### src/sv/bvs_pkg.sv
// ----------------------------------------------------------------------------
// bvs_pkg
// Shared types and constants for the bencode value scanner.
// ----------------------------------------------------------------------------
package bvs_pkg;

   localparam int unsigned MaxNestingDefault = 16;
   localparam int unsigned PosW = 31;
   localparam int unsigned LenW = 32;
   localparam int unsigned IntW = 64;
   localparam int unsigned CsrAddrW = 3;
   localparam int unsigned CsrDataW = 32;
   localparam int unsigned ReqDataW = 8;
   // value_start, value_end, inner_start, inner_end, integer_value, padded to bytes
   localparam int unsigned RspFieldsW = 4 * PosW + IntW;
   localparam int unsigned RspDataW = ((RspFieldsW + 7) / 8) * 8;
   localparam int unsigned RspUserW = 3;

   localparam logic [LenW-1:0] LENGTH_LIMIT = 32'h1000_0000;

   localparam logic [7:0] CHAR_I     = 8'h69;
   localparam logic [7:0] CHAR_L     = 8'h6C;
   localparam logic [7:0] CHAR_D     = 8'h64;
   localparam logic [7:0] CHAR_E     = 8'h65;
   localparam logic [7:0] CHAR_COLON = 8'h3A;
   localparam logic [7:0] CHAR_MINUS = 8'h2D;
   localparam logic [7:0] CHAR_ZERO  = 8'h30;
   localparam logic [7:0] CHAR_NINE  = 8'h39;

   localparam logic [1:0] KIND_INT  = 2'd0;
   localparam logic [1:0] KIND_STR  = 2'd1;
   localparam logic [1:0] KIND_LIST = 2'd2;
   localparam logic [1:0] KIND_DICT = 2'd3;

   localparam logic [CsrAddrW-1:0] CSR_BASE_POSITION = 3'd0;

   typedef struct packed {
      logic [7:0] byte_in;
      logic       last_byte;
   } item_type;

   typedef struct packed {
      logic            status;
      logic [1:0]      value_kind;
      logic [PosW-1:0] value_start;
      logic [PosW-1:0] value_end;
      logic [PosW-1:0] inner_start;
      logic [PosW-1:0] inner_end;
      logic [IntW-1:0] integer_value;
   } result_type;

endpackage

### src/sv/bvs_csr.sv
// ----------------------------------------------------------------------------
// bvs_csr
// APB register slave holding the base position register.
// ----------------------------------------------------------------------------
module bvs_csr (
   input  logic                          clock,
   input  logic                          reset,
   input  logic                          csr_psel,
   input  logic                          csr_penable,
   input  logic                          csr_pwrite,
   input  logic [bvs_pkg::CsrAddrW-1:0]  csr_paddr,
   input  logic [bvs_pkg::CsrDataW-1:0]  csr_pwdata,
   output logic [bvs_pkg::CsrDataW-1:0]  csr_prdata,
   output logic                          csr_pready,
   output logic [bvs_pkg::PosW-1:0]      base_position
);
   import bvs_pkg::*;

   logic [PosW-1:0] base_ff, base_in;
   logic            sel_base;

   // register index is the word address; low byte bits are ignored
   assign sel_base = (csr_paddr[CsrAddrW-1:2] == CSR_BASE_POSITION[CsrAddrW-1:2]);

   always_comb begin
      base_in = base_ff;
      if (csr_psel && csr_penable && csr_pwrite && sel_base) begin
         base_in = csr_pwdata[PosW-1:0];
      end
   end

   always_ff @(posedge clock) begin
      if (reset) begin
         base_ff <= '0;
      end else begin
         base_ff <= base_in;
      end
   end

   assign csr_pready    = 1'b1;
   assign csr_prdata    = sel_base ? {{(CsrDataW-PosW){1'b0}}, base_ff} : '0;
   assign base_position = base_ff;

endmodule

### src/sv/bvs_in_stage.sv
// ----------------------------------------------------------------------------
// bvs_in_stage
// Input register: captures one byte item and holds it until the scan core
// consumes it.
// ----------------------------------------------------------------------------
module bvs_in_stage (
   input  logic                          clock,
   input  logic                          reset,
   input  logic                          req_tvalid,
   output logic                          req_tready,
   input  logic [bvs_pkg::ReqDataW-1:0]  req_tdata,   // [7:0] byte_in
   input  logic                          req_tlast,   // last_byte
   output logic                          item_valid,
   output bvs_pkg::item_type             item,
   input  logic                          item_take
);
   import bvs_pkg::*;

   logic     valid_ff, valid_in;
   item_type item_ff, item_in;

   assign req_tready = !valid_ff || item_take;

   always_comb begin
      valid_in = valid_ff && !item_take;
      item_in  = item_ff;
      if (req_tvalid && req_tready) begin
         valid_in          = 1'b1;
         item_in.byte_in   = req_tdata[7:0];
         item_in.last_byte = req_tlast;
      end
   end

   always_ff @(posedge clock) begin
      if (reset) begin
         valid_ff <= 1'b0;
      end else begin
         valid_ff <= valid_in;
      end
   end

   always_ff @(posedge clock) begin
      item_ff <= item_in;
   end

   assign item_valid = valid_ff;
   assign item       = item_ff;

endmodule

### src/sv/bvs_scan_core.sv
// ----------------------------------------------------------------------------
// bvs_scan_core
// Per-byte scan step: mode, nesting depth, length and integer accumulators,
// plus the result register.
// ----------------------------------------------------------------------------
module bvs_scan_core #(
   parameter int unsigned MAX_NESTING = bvs_pkg::MaxNestingDefault
) (
   input  logic                      clock,
   input  logic                      reset,
   input  logic [bvs_pkg::PosW-1:0]  base_position,
   input  logic                      item_valid,
   input  bvs_pkg::item_type         item,
   output logic                      item_take,
   output logic                      rsp_valid,
   input  logic                      rsp_ready,
   output bvs_pkg::result_type       rsp
);
   import bvs_pkg::*;

   // depth may reach MAX_NESTING + 1; any further byte other than e is then rejected
   localparam int unsigned DepthW = $clog2(MAX_NESTING + 2);
   localparam logic [DepthW-1:0] DepthMax = DepthW'(MAX_NESTING);

   localparam logic [2:0] MODE_EXPECT     = 3'd0;
   localparam logic [2:0] MODE_INT_SIGN   = 3'd1;
   localparam logic [2:0] MODE_INT_FIRST  = 3'd2;
   localparam logic [2:0] MODE_INT_DIGITS = 3'd3;
   localparam logic [2:0] MODE_STR_LEN    = 3'd4;
   localparam logic [2:0] MODE_STR_BODY   = 3'd5;
   localparam logic [2:0] MODE_DONE       = 3'd6;

   logic [2:0]        mode_ff, mode_in;
   logic [DepthW-1:0] depth_ff, depth_in;
   logic [PosW-1:0]   pos_ff, pos_in;
   logic [LenW-1:0]   len_ff, len_in;
   logic [LenW-1:0]   body_ff, body_in;
   logic [IntW-1:0]   iacc_ff, iacc_in;
   logic              neg_ff, neg_in;
   logic [1:0]        kind_ff, kind_in;
   logic [PosW-1:0]   inner_ff, inner_in;
   logic              rsp_valid_ff, rsp_valid_in;
   result_type        rsp_ff, rsp_in;

   logic [7:0]      c;
   logic            is_digit;
   logic [3:0]      digit;
   logic [PosW-1:0] next_pos;
   logic            fire;
   logic            done_hit, err, res;
   logic [PosW-1:0] done_end, done_iend;
   logic [IntW-1:0] signed_val;

   assign c        = item.byte_in;
   assign is_digit = (c >= CHAR_ZERO) && (c <= CHAR_NINE);
   assign digit    = c[3:0];
   assign next_pos = pos_ff + PosW'(1);
   assign fire     = item_valid && (!rsp_valid_ff || rsp_ready);
   assign item_take = fire;

   always_comb begin
      mode_in   = mode_ff;
      depth_in  = depth_ff;
      pos_in    = pos_ff;
      len_in    = len_ff;
      body_in   = body_ff;
      iacc_in   = iacc_ff;
      neg_in    = neg_ff;
      kind_in   = kind_ff;
      inner_in  = inner_ff;
      done_hit  = 1'b0;
      done_end  = next_pos;
      done_iend = next_pos;
      err       = 1'b0;
      res       = 1'b0;
      signed_val = '0;
      rsp_in    = rsp_ff;
      rsp_valid_in = rsp_valid_ff && !rsp_ready;

      if (fire) begin
         unique case (mode_ff)
            MODE_EXPECT: begin
               if (c == CHAR_E && depth_ff != '0) begin
                  depth_in  = depth_ff - DepthW'(1);
                  done_hit  = 1'b1;
                  done_iend = pos_ff;
               end else if (depth_ff > DepthMax) begin
                  err = 1'b1;
               end else if (c == CHAR_I) begin
                  if (depth_ff == '0) begin
                     kind_in  = KIND_INT;
                     inner_in = next_pos;
                     iacc_in  = '0;
                     neg_in   = 1'b0;
                  end
                  mode_in = MODE_INT_SIGN;
               end else if (c == CHAR_L || c == CHAR_D) begin
                  if (depth_ff == '0) begin
                     kind_in  = (c == CHAR_L) ? KIND_LIST : KIND_DICT;
                     inner_in = next_pos;
                  end
                  depth_in = depth_ff + DepthW'(1);
               end else if (is_digit) begin
                  if (depth_ff == '0) begin
                     kind_in = KIND_STR;
                  end
                  len_in  = LenW'(digit);
                  mode_in = MODE_STR_LEN;
               end else begin
                  err = 1'b1;
               end
            end
            MODE_INT_SIGN, MODE_INT_FIRST: begin
               if (mode_ff == MODE_INT_SIGN && c == CHAR_MINUS) begin
                  if (depth_ff == '0) begin
                     neg_in = 1'b1;
                  end
                  mode_in = MODE_INT_FIRST;
               end else if (is_digit) begin
                  if (depth_ff == '0) begin
                     iacc_in = (iacc_ff << 3) + (iacc_ff << 1) + IntW'(digit);
                  end
                  mode_in = MODE_INT_DIGITS;
               end else begin
                  err = 1'b1;
               end
            end
            MODE_INT_DIGITS: begin
               if (is_digit) begin
                  if (depth_ff == '0) begin
                     iacc_in = (iacc_ff << 3) + (iacc_ff << 1) + IntW'(digit);
                  end
               end else if (c == CHAR_E) begin
                  done_hit  = 1'b1;
                  done_iend = pos_ff;
               end else begin
                  err = 1'b1;
               end
            end
            MODE_STR_LEN: begin
               if (is_digit) begin
                  if (len_ff > LENGTH_LIMIT) begin
                     err = 1'b1;
                  end else begin
                     len_in = (len_ff << 3) + (len_ff << 1) + LenW'(digit);
                  end
               end else if (c == CHAR_COLON) begin
                  if (depth_ff == '0) begin
                     inner_in = next_pos;
                  end
                  if (len_ff == '0) begin
                     done_hit = 1'b1;
                  end else begin
                     body_in = len_ff;
                     mode_in = MODE_STR_BODY;
                  end
               end else begin
                  err = 1'b1;
               end
            end
            MODE_STR_BODY: begin
               body_in = body_ff - LenW'(1);
               if (body_in == '0) begin
                  done_hit = 1'b1;
               end
            end
            default: begin
            end
         endcase

         // a value closed: only the outermost one produces a result
         signed_val = neg_in ? (IntW'(0) - iacc_in) : iacc_in;
         if (done_hit) begin
            if (depth_in != '0) begin
               mode_in = MODE_EXPECT;
            end else begin
               res                  = 1'b1;
               rsp_in.status        = 1'b0;
               rsp_in.value_kind    = kind_in;
               rsp_in.value_start   = base_position;
               rsp_in.value_end     = base_position + done_end;
               rsp_in.inner_start   = base_position + inner_in;
               rsp_in.inner_end     = base_position + done_iend;
               rsp_in.integer_value = (kind_in == KIND_INT) ? signed_val : '0;
            end
         end

         // malformed, or document ended before the top value closed
         if (err || (item.last_byte && !res && mode_ff != MODE_DONE)) begin
            res    = 1'b1;
            rsp_in = '{status: 1'b1, default: '0};
         end

         if (res) begin
            mode_in      = MODE_DONE;
            rsp_valid_in = 1'b1;
         end

         if (item.last_byte) begin
            mode_in  = MODE_EXPECT;
            depth_in = '0;
            pos_in   = '0;
            len_in   = '0;
            body_in  = '0;
            iacc_in  = '0;
            neg_in   = 1'b0;
            kind_in  = KIND_INT;
            inner_in = '0;
         end else begin
            pos_in = next_pos;
         end
      end
   end

   always_ff @(posedge clock) begin
      if (reset) begin
         mode_ff      <= MODE_EXPECT;
         depth_ff     <= '0;
         pos_ff       <= '0;
         len_ff       <= '0;
         body_ff      <= '0;
         iacc_ff      <= '0;
         neg_ff       <= 1'b0;
         kind_ff      <= KIND_INT;
         inner_ff     <= '0;
         rsp_valid_ff <= 1'b0;
      end else begin
         mode_ff      <= mode_in;
         depth_ff     <= depth_in;
         pos_ff       <= pos_in;
         len_ff       <= len_in;
         body_ff      <= body_in;
         iacc_ff      <= iacc_in;
         neg_ff       <= neg_in;
         kind_ff      <= kind_in;
         inner_ff     <= inner_in;
         rsp_valid_ff <= rsp_valid_in;
      end
   end

   always_ff @(posedge clock) begin
      rsp_ff <= rsp_in;
   end

   assign rsp_valid = rsp_valid_ff;
   assign rsp       = rsp_ff;

`ifndef ASSERT_OFF
   a_depth_bound: assert property (@(posedge clock) disable iff (reset)
      depth_ff <= DepthMax + DepthW'(1))
      else $error("nesting depth past its bound");

   a_clear_on_last: assert property (@(posedge clock) disable iff (reset)
      fire && item.last_byte |=> pos_ff == '0 && depth_ff == '0 && mode_ff == MODE_EXPECT)
      else $error("document state not cleared after final byte");

   a_error_zero: assert property (@(posedge clock) disable iff (reset)
      rsp_valid_ff && rsp_ff.status |-> rsp_ff.value_kind == '0
         && rsp_ff.value_end == '0 && rsp_ff.integer_value == '0)
      else $error("error item carries nonzero fields");

   a_body_nonzero: assert property (@(posedge clock) disable iff (reset)
      mode_ff == MODE_STR_BODY |-> body_ff != '0)
      else $error("string body count empty while skipping body");
`endif

endmodule

### src/sv/bencode_value_scanner.sv
// ----------------------------------------------------------------------------
// bencode_value_scanner
// Checks that a byte stream opens with one well-formed bencode value and
// reports its kind, positions and integer value.
// ----------------------------------------------------------------------------
// One byte is taken per clock and the scanner sustains one byte every cycle
// while the result side is ready; each byte passes an input register, a
// combinational scan step (mode, depth and the shift-add accumulators), and
// the result register, so a result is presented in the cycle after the scan
// step takes its closing byte. At most one result item is produced per
// document; the byte flagged with tlast always ends the document and returns
// the scanner to its reset state, keeping base_position. Write base_position
// only while no document is in flight.
module bencode_value_scanner #(
   parameter int unsigned MAX_NESTING = bvs_pkg::MaxNestingDefault
) (
   input  logic                          clock,
   input  logic                          reset,
   // byte items
   input  logic                          req_tvalid,
   output logic                          req_tready,
   input  logic [bvs_pkg::ReqDataW-1:0]  req_tdata,   // [7:0] byte_in
   input  logic                          req_tlast,   // last_byte
   // result items
   output logic                          rsp_tvalid,
   input  logic                          rsp_tready,
   // [30:0] value_start, [61:31] value_end, [92:62] inner_start,
   // [123:93] inner_end, [187:124] integer_value, [191:188] zero
   output logic [bvs_pkg::RspDataW-1:0]  rsp_tdata,
   output logic [bvs_pkg::RspUserW-1:0]  rsp_tuser,   // [0] status, [2:1] value_kind
   // configuration
   input  logic                          csr_psel,
   input  logic                          csr_penable,
   input  logic                          csr_pwrite,
   input  logic [bvs_pkg::CsrAddrW-1:0]  csr_paddr,
   input  logic [bvs_pkg::CsrDataW-1:0]  csr_pwdata,
   output logic [bvs_pkg::CsrDataW-1:0]  csr_prdata,
   output logic                          csr_pready
);
   import bvs_pkg::*;

   logic [PosW-1:0] base_position;
   logic            item_valid;
   logic            item_take;
   item_type        item;
   result_type      rsp;

   bvs_csr u_csr (
      .clock         (clock),
      .reset         (reset),
      .csr_psel      (csr_psel),
      .csr_penable   (csr_penable),
      .csr_pwrite    (csr_pwrite),
      .csr_paddr     (csr_paddr),
      .csr_pwdata    (csr_pwdata),
      .csr_prdata    (csr_prdata),
      .csr_pready    (csr_pready),
      .base_position (base_position)
   );

   bvs_in_stage u_in_stage (
      .clock      (clock),
      .reset      (reset),
      .req_tvalid (req_tvalid),
      .req_tready (req_tready),
      .req_tdata  (req_tdata),
      .req_tlast  (req_tlast),
      .item_valid (item_valid),
      .item       (item),
      .item_take  (item_take)
   );

   bvs_scan_core #(
      .MAX_NESTING (MAX_NESTING)
   ) u_scan_core (
      .clock         (clock),
      .reset         (reset),
      .base_position (base_position),
      .item_valid    (item_valid),
      .item          (item),
      .item_take     (item_take),
      .rsp_valid     (rsp_tvalid),
      .rsp_ready     (rsp_tready),
      .rsp           (rsp)
   );

   assign rsp_tdata = {{(RspDataW-RspFieldsW){1'b0}}, rsp.integer_value, rsp.inner_end,
                       rsp.inner_start, rsp.value_end, rsp.value_start};
   assign rsp_tuser = {rsp.value_kind, rsp.status};

endmodule
### config.mk
export PLATFORM = sky130hd
export DESIGN_NAME = bencode_value_scanner
export DESIGN_NICKNAME = d
export VERILOG_FILES = /design/src/sv/bvs_pkg.sv /design/src/sv/bvs_csr.sv /design/src/sv/bvs_in_stage.sv /design/src/sv/bvs_scan_core.sv /design/src/sv/bencode_value_scanner.sv
export SDC_FILE = /design/constraint.sdc
export NUM_CORES = 2
export LEC_CHECK = 0
export ABC_AREA = 1
export ABC_CLOCK_PERIOD_IN_PS = 12700
export BUFFER_PORTS_ARGS = -buffer_cell sky130_fd_sc_hd__buf_4
export CAP_MARGIN = 20
export CORE_MARGIN = 4
export CORE_UTILIZATION = 38
export CTS_BUF_LIST = sky130_fd_sc_hd__clkbuf_8
export CTS_CLUSTER_DIAMETER = 50
export DETAILED_ROUTE_END_ITERATION = 7
export GPL_TIMING_DRIVEN = 0
export SLEW_MARGIN = 5
export SYNTH_ARGS = -nofsm -noshare
export SYNTH_HDL_FRONTEND = slang
export SYNTH_HIERARCHICAL = 1
export SYNTH_SLANG_ARGS = --single-unit
### constraint.sdc
create_clock -name clock -period 12.7 [get_ports clock]
set_input_delay 0.635 -clock clock [delete_from_list [all_inputs] [get_ports clock]]
set_output_delay 0.635 -clock clock [all_outputs]
set_load 0.02 [all_outputs]
==> Yosys cells after proc, flatten, opt, wreduce, memory -nomap -nowiden <==
Cells that the tools add are included.
{ "op_classes": {"add_sub_neg": 12, "mul": 0, "n_div": 0, "n_lt_le_gt_ge": 4, "n_eq_ne": 23, "n_shift": 0, "mux": 118, "bitwise": 1, "reduce_logical": 35} }
{ "op_table": {"columns": ["op", "n"], "rows": [
  ["64-bit 2-to-1 mux", 11],
  ["31-bit 2-to-1 mux", 15],
  ["32-bit 2-to-1 mux", 12],
  ["191-bit 2-to-1 mux", 2],
  ["64-bit case mux with 3 select lines", 1],
  ["32-bit case mux with 2 select lines", 2],
  ["31-bit case mux with 2 select lines", 2],
  ["31-bit adder", 3],
  ["64-bit by 4-bit adder with 64-bit output", 1],
  ["64-bit adder", 1],
  ["32-bit logical NOT", 2],
  ["1-bit by 64-bit subtractor with 64-bit output, first input constant", 1],
  ["3-bit 2-to-1 mux", 14],
  ["1-bit 2-to-1 mux", 37],
  ["5-bit 2-to-1 mux", 7],
  ["32-bit adder", 1],
  ["32-bit by 4-bit adder with 32-bit output", 1],
  ["8-bit by 7-bit equality test with 1-bit output, second input constant", 4],
  ["32-bit by 29-bit greater-than comparator with 1-bit output, second input constant", 1],
  ["32-bit by 1-bit subtractor with 32-bit output, second input constant", 1],
  ["31-bit by 1-bit adder with 31-bit output, second input constant", 1],
  ["3-bit inequality test, second input constant", 8],
  ["2-bit 2-to-1 mux", 11],
  ["8-bit by 6-bit equality test with 1-bit output, second input constant", 2],
  ["27 further kinds", 52]
]} }
{ "totals": {"ff_bits": 434, "latch_bits": 0, "ram_bits": 0, "mem_bits_ro": 0, "out_inout_bits": 230, "wordCells": 214, "memories": 0} }

==> Longest topological paths before layout <==
{ "depth": {"depth_word": 20, "depth_mapped": 30, "depth_no_buf": 29} }

==> Modules after synthesis <==
The synthesis kept the hierarchy.
{ "by_module_without_submodules": {"columns": ["mod", "n_inst", "cells_per_inst", "area_each_um2", "seq_area_each_um2"], "rows": [
  ["bvs_scan_core", 1, 5118, 33498.4, 9779.4],
  ["bvs_csr", 1, 276, 1710.4, 620.6],
  ["bvs_in_stage", 1, 15, 317.8, 290.3],
  ["bencode_value_scanner", 1, 5, 33.8, 0.0]
]} }

==> Worst setup path before layout <==
Ideal clock, no wire load.
{ "synth_path": {"path_type": "flip-flop to flip-flop", "start": "register u_scan_core.body_ff[0]", "end": "register u_scan_core.rsp_ff, in the netlist u_scan_core/rsp[0], enable pin", "arrival_ps": 5901, "setup_slack_ps": 6255, "stages_incl_launch_ff": 18, "path_buffers": 0, "synth_period_minus_slack_ps": 6445, "path_cell_list": "dfxtp_1 -> inv_1 -> ha_1 -> nand2_1 -> nor2_1 -> nand3_1 -> nor3_1 -> xnor2_1 -> nand2_1 -> nor2_1 -> nand2_1 -> nor2_1 -> nand3_1 -> nand3_1 -> nand2_1 -> nand3_1 -> nand2_1 -> inv_1"} }
{ "synth_via": {"elab_chain_cells": 13, "elab_cells_between_ends": 14} }
{ "synth_lines": {"columns": ["element", "line", "rtl"], "rows": [
  ["start: declaration", "bvs_scan_core.sv:37", "logic [LenW-1:0] body_ff, body_in;"],
  ["start signal: assignment", "bvs_scan_core.sv:232", "body_ff <= body_in;"],
  ["32-bit by 1-bit subtractor with 32-bit output *", "bvs_scan_core.sv:162", "body_in = body_ff - LenW'(1);"],
  ["32-bit logical NOT *", "bvs_scan_core.sv:163", "if (body_in == '0) begin"],
  ["1-bit 2-to-1 mux *", "bvs_scan_core.sv:163", null],
  ["1-bit case mux with 4 select lines *", "bvs_scan_core.sv:81", "unique case (mode_ff)"],
  ["1-bit 2-to-1 mux *", "bvs_scan_core.sv:80", "if (fire) begin"],
  ["1-bit 2-to-1 mux", "bvs_scan_core.sv:173", "if (done_hit) begin"],
  ["1-bit 2-to-1 mux", "bvs_scan_core.sv:80", null],
  ["1-bit logical NOT", "bvs_scan_core.sv:189", "if (err || (item.last_byte && !res && mode_ff != MODE_DONE)) begin"],
  ["1-bit logical AND (2 in a row)", "bvs_scan_core.sv:189", null],
  ["1-bit logical OR", "bvs_scan_core.sv:189", null],
  ["2-bit inequality test (no source line) / 2-bit nonzero test (equally long branches)", null, null],
  ["3-bit AND reduction (no source line) *", null, null],
  ["end signal: assignment", "bvs_scan_core.sv:242", "rsp_ff <= rsp_in;"],
  ["end: declaration", "bvs_scan_core.sv:43", "result_type rsp_ff, rsp_in;"]
]} }
Mark *: on every way between the ends. The rest lies on a longest branch, timed or not. The select of a mux whose other input is x is not followed.
A chain may end at the register's enable or synchronous reset.

==> Worst setup path after layout <==
{ "layout_path": {"start": "register u_in_stage.item_ff, in the netlist u_in_stage/item[3]", "end": "register u_scan_core.rsp_ff, in the netlist u_scan_core/rsp[118], data pin"} }
{ "layout_via": {"elab_chain_cells": 16, "elab_cells_between_ends": 56} }
{ "layout_lines": {"columns": ["element", "line", "rtl"], "rows": [
  ["start: declaration", "bvs_in_stage.sv:20", "item_type item_ff, item_in;"],
  ["start signal: assignment", "bvs_in_stage.sv:43", "item_ff <= item_in;"],
  ["parallel branches: the longest is 16 deep, another holds 31-bit adder", null, null]
]} }
Parallel ways; which one is timed is not known. The select of a mux whose other input is x is not followed.

==> run metrics <==
status finished clean; critical path launch point type flip-flop; minimum clock period 7480 ps; Worst Slack Setup Final 5220 ps; GRT Residual Overflow 0; IO Port Bufs 270; Mean Syn Cell Area 6.568 µm²; synth unique cells 69; pin count of the biggest net entering global routing 101; # resized after CTS 0; layout cells sized above 1 9.976%; most frequent cell after synthesis nand2_1; Rows 111; synthesized area 0.03556 mm²; hold_ws 106.4 ps; Setup crit end kind flip-flop; crit-path leading delay family compound AO/OA/AOI/OAI gates; vias per std cell 5.168; setup tns final 0 ps; fillers 9768; RSZ-0062 raised after global routing false; Setup violations, final 0; pwr/cell area 89.02 mW/mm²; total CTS buffers 84; Post-DRT Antenna Nets 0; CTS root buffer clkbuf_8; top post-synthesis cells by area edfxtp_1 17%, nand2_1 17%, dfxtp_1 13%; Clock Skew 30.17 ps; register bit count reported by yosys 434; core area 0.09222 mm²; vias 36630; most used flip-flop cell after synthesis dfxtp_1; top-area cell type share of the netlist area 16.89%; die area 0.09854 mm²; Max FO, Critical Path 9; final instance area 0.04101 mm²; CTS tree built; Syn Inst Count 5414; Clock Path Buffers 3; worst slew pin tran 1169 ps; Max IR drop VDD 0.06276 mV; Synth-to-Final Area Change 15.32%; CTS Sinks 434; commonest cells in the netlist 1583 x nand2_1, 710 x inv_1, 656 x nor2_1, 471 x a21oi_1, 276 x ha_1; max-slew violations 0; number of H-tree levels 3; Worst slew margin 21.36%; vias in the first global route 34740; CP bufs+invs 5; critical setup path kind flip-flop to flip-flop; dpl hpwl 109100 µm; residual DRC count 0; Hold Path Class input pin to flip-flop; GP Congestion 0.9828; Final Non-Filler Cells 7088; Worst path slowest cell a21boi_0; Max Cap Violations 0; CP arrival 7900 ps; Post-synth EDFFs 200; Global Route Usage Sum 26.20%; global-route wire length before repair 201400 µm; worst skew pair latency 710 ps; initial DRC count 3027; Leak 19.51 nW; FMAX 0.1337 GHz; CP max stage delay 940 ps; Top cell by count, worst path nand2_1; post-place instance area 0.03919 mm²; die width 313.9 µm; postcts setup bufs 0; post-cts hold buffer count 0; initial antenna violation count 3; Final Hold Viols 0; yosys warns 6; post-synth top area cell edfxtp_1; Cells after DPL 6931; Core Util, Final 44.47%; post-synthesis sequential area ratio 30.06%; Tot Pwr 3.651 mW; Detailed Route WL 133700 µm; Detailed Routing Iterations Pass 1 6; top-level I/O count 281; Die Y 313.9 µm; Layout Nets 6108; Clk pin slew, worst setup/hold paths 60 ps; fraction of registers with async set/reset 0%; Initial Utilization 38.56%; Required @ worst endpoint 13120 ps; Tcrit/Tclk final 58.90%; WL/cell 18.87 µm; Setup WS pre-CTS 5307 ps
## worst reg2reg max path, stage by stage (launching register included)
cell,delay [ps]
edfxtp_1,600
inv_2,230
nand2_1,70
nor2_1,230
nand2_1,210
nand2_1,250
inv_1,80
nor2_1,160
inv_1,110
a21oi_1,640
clkinv_1,530
o21ai_0,290
nand2_1,70
o21ai_0,70
inv_1,90
ha_1,340
a21oi_1,140
a21boi_0,320
o21ai_0,220
a21boi_0,940
o21ai_0,340
a21boi_0,470
o21ai_0,240
nand2_1,110
nand2_1,140
nand2_1,120
a21o_1,110
a21oi_1,70
## state kept, by name, summed over array words and instances (netlist names)
| register | count |
|---|---|
| u_csr/base_position | 31 |
| u_in_stage/item | 9 |
| u_in_stage/item_valid | 1 |
| u_scan_core/body_ff | 32 |
| u_scan_core/depth_ff | 5 |
| u_scan_core/iacc_ff | 64 |
| u_scan_core/inner_ff | 31 |
| u_scan_core/kind_ff | 2 |
| u_scan_core/len_ff | 32 |
| u_scan_core/mode_ff | 3 |
| u_scan_core/neg_ff | 1 |
| u_scan_core/pos_ff | 31 |
| u_scan_core/rsp | 191 |
| u_scan_core/rsp_valid | 1 |
## power by group
part	internal, mW	switching [mW]	total [mW]
combinational	0.174	0.401	0.575
clock	0.852	0.661	1.51
sequential	1.52	0.0401	1.56
total	2.55	1.10	3.65
## layout make-up
type	instances	area (µm²)	area share (%)
repair buffers	271	2054	5.010
flip-flops and latches	434	10690	26.07
clock buffers	101	1390	3.390
plain buffers	155	715.7	1.745
well taps	1243	1555	3.792
clock inverters	55	427.9	1.043
multi-input cells	4094	21400	52.19
diodes	1	2.502	0.006102
inverters	734	2769	6.752
## worst paths after layout
kind,start,depth (start not counted),endpoint,slack (ps)
min,req_tdata[0],1,u_in_stage/item[1],110
max reg2reg,u_in_stage/item[3],27,u_scan_core/rsp[118],5220
min reg2reg,u_scan_core/neg_ff,2,u_scan_core/neg_ff,470
max,u_in_stage/item[3],27,u_scan_core/rsp[118],5220
## cell usage in the layout (no fill, tap or decap), types with 29 or more instances in the layout
cell / instances
edfxtp_1: 200
xor2_1: 113
nor3_1: 51
nand4_1: 44
buf_2: 29
inv_1: 735
nand3_1: 264
a21oi_1: 471
dfxtp_1: 234
o211ai_1: 34
clkbuf_8: 101
ha_1: 276
clkbuf_1: 97
nand2_1: 1583
nor2_2: 32
buf_4: 280
xnor2_1: 47
o21ai_0: 238
nor2_1: 656
## routing by layer
metal  vias up  global-route usage (%)  routed length (µm)
met5         -                       0                   8
met4         2                   10.79                5698
met3       241                   2.742                7988
met2      1255                   45.11               62560
met1     16830                   33.53               57460
li1      18300                       -                   -
## kinds of logic after synthesis
family / after synthesis / share of synthesized area (%)
compound gates: 887 / 13.78
xor+xnor: 160 / 3.941
fa+ha+maj: 283 / 10.11
buf+inv: 889 / 9.778
flops: 434 / 30.06
mux: 2 / 0.05630
other cells: 3 / 0.03166
simple gates: 2756 / 32.24
No activity file was read; power rests on OpenSTA's default activity.
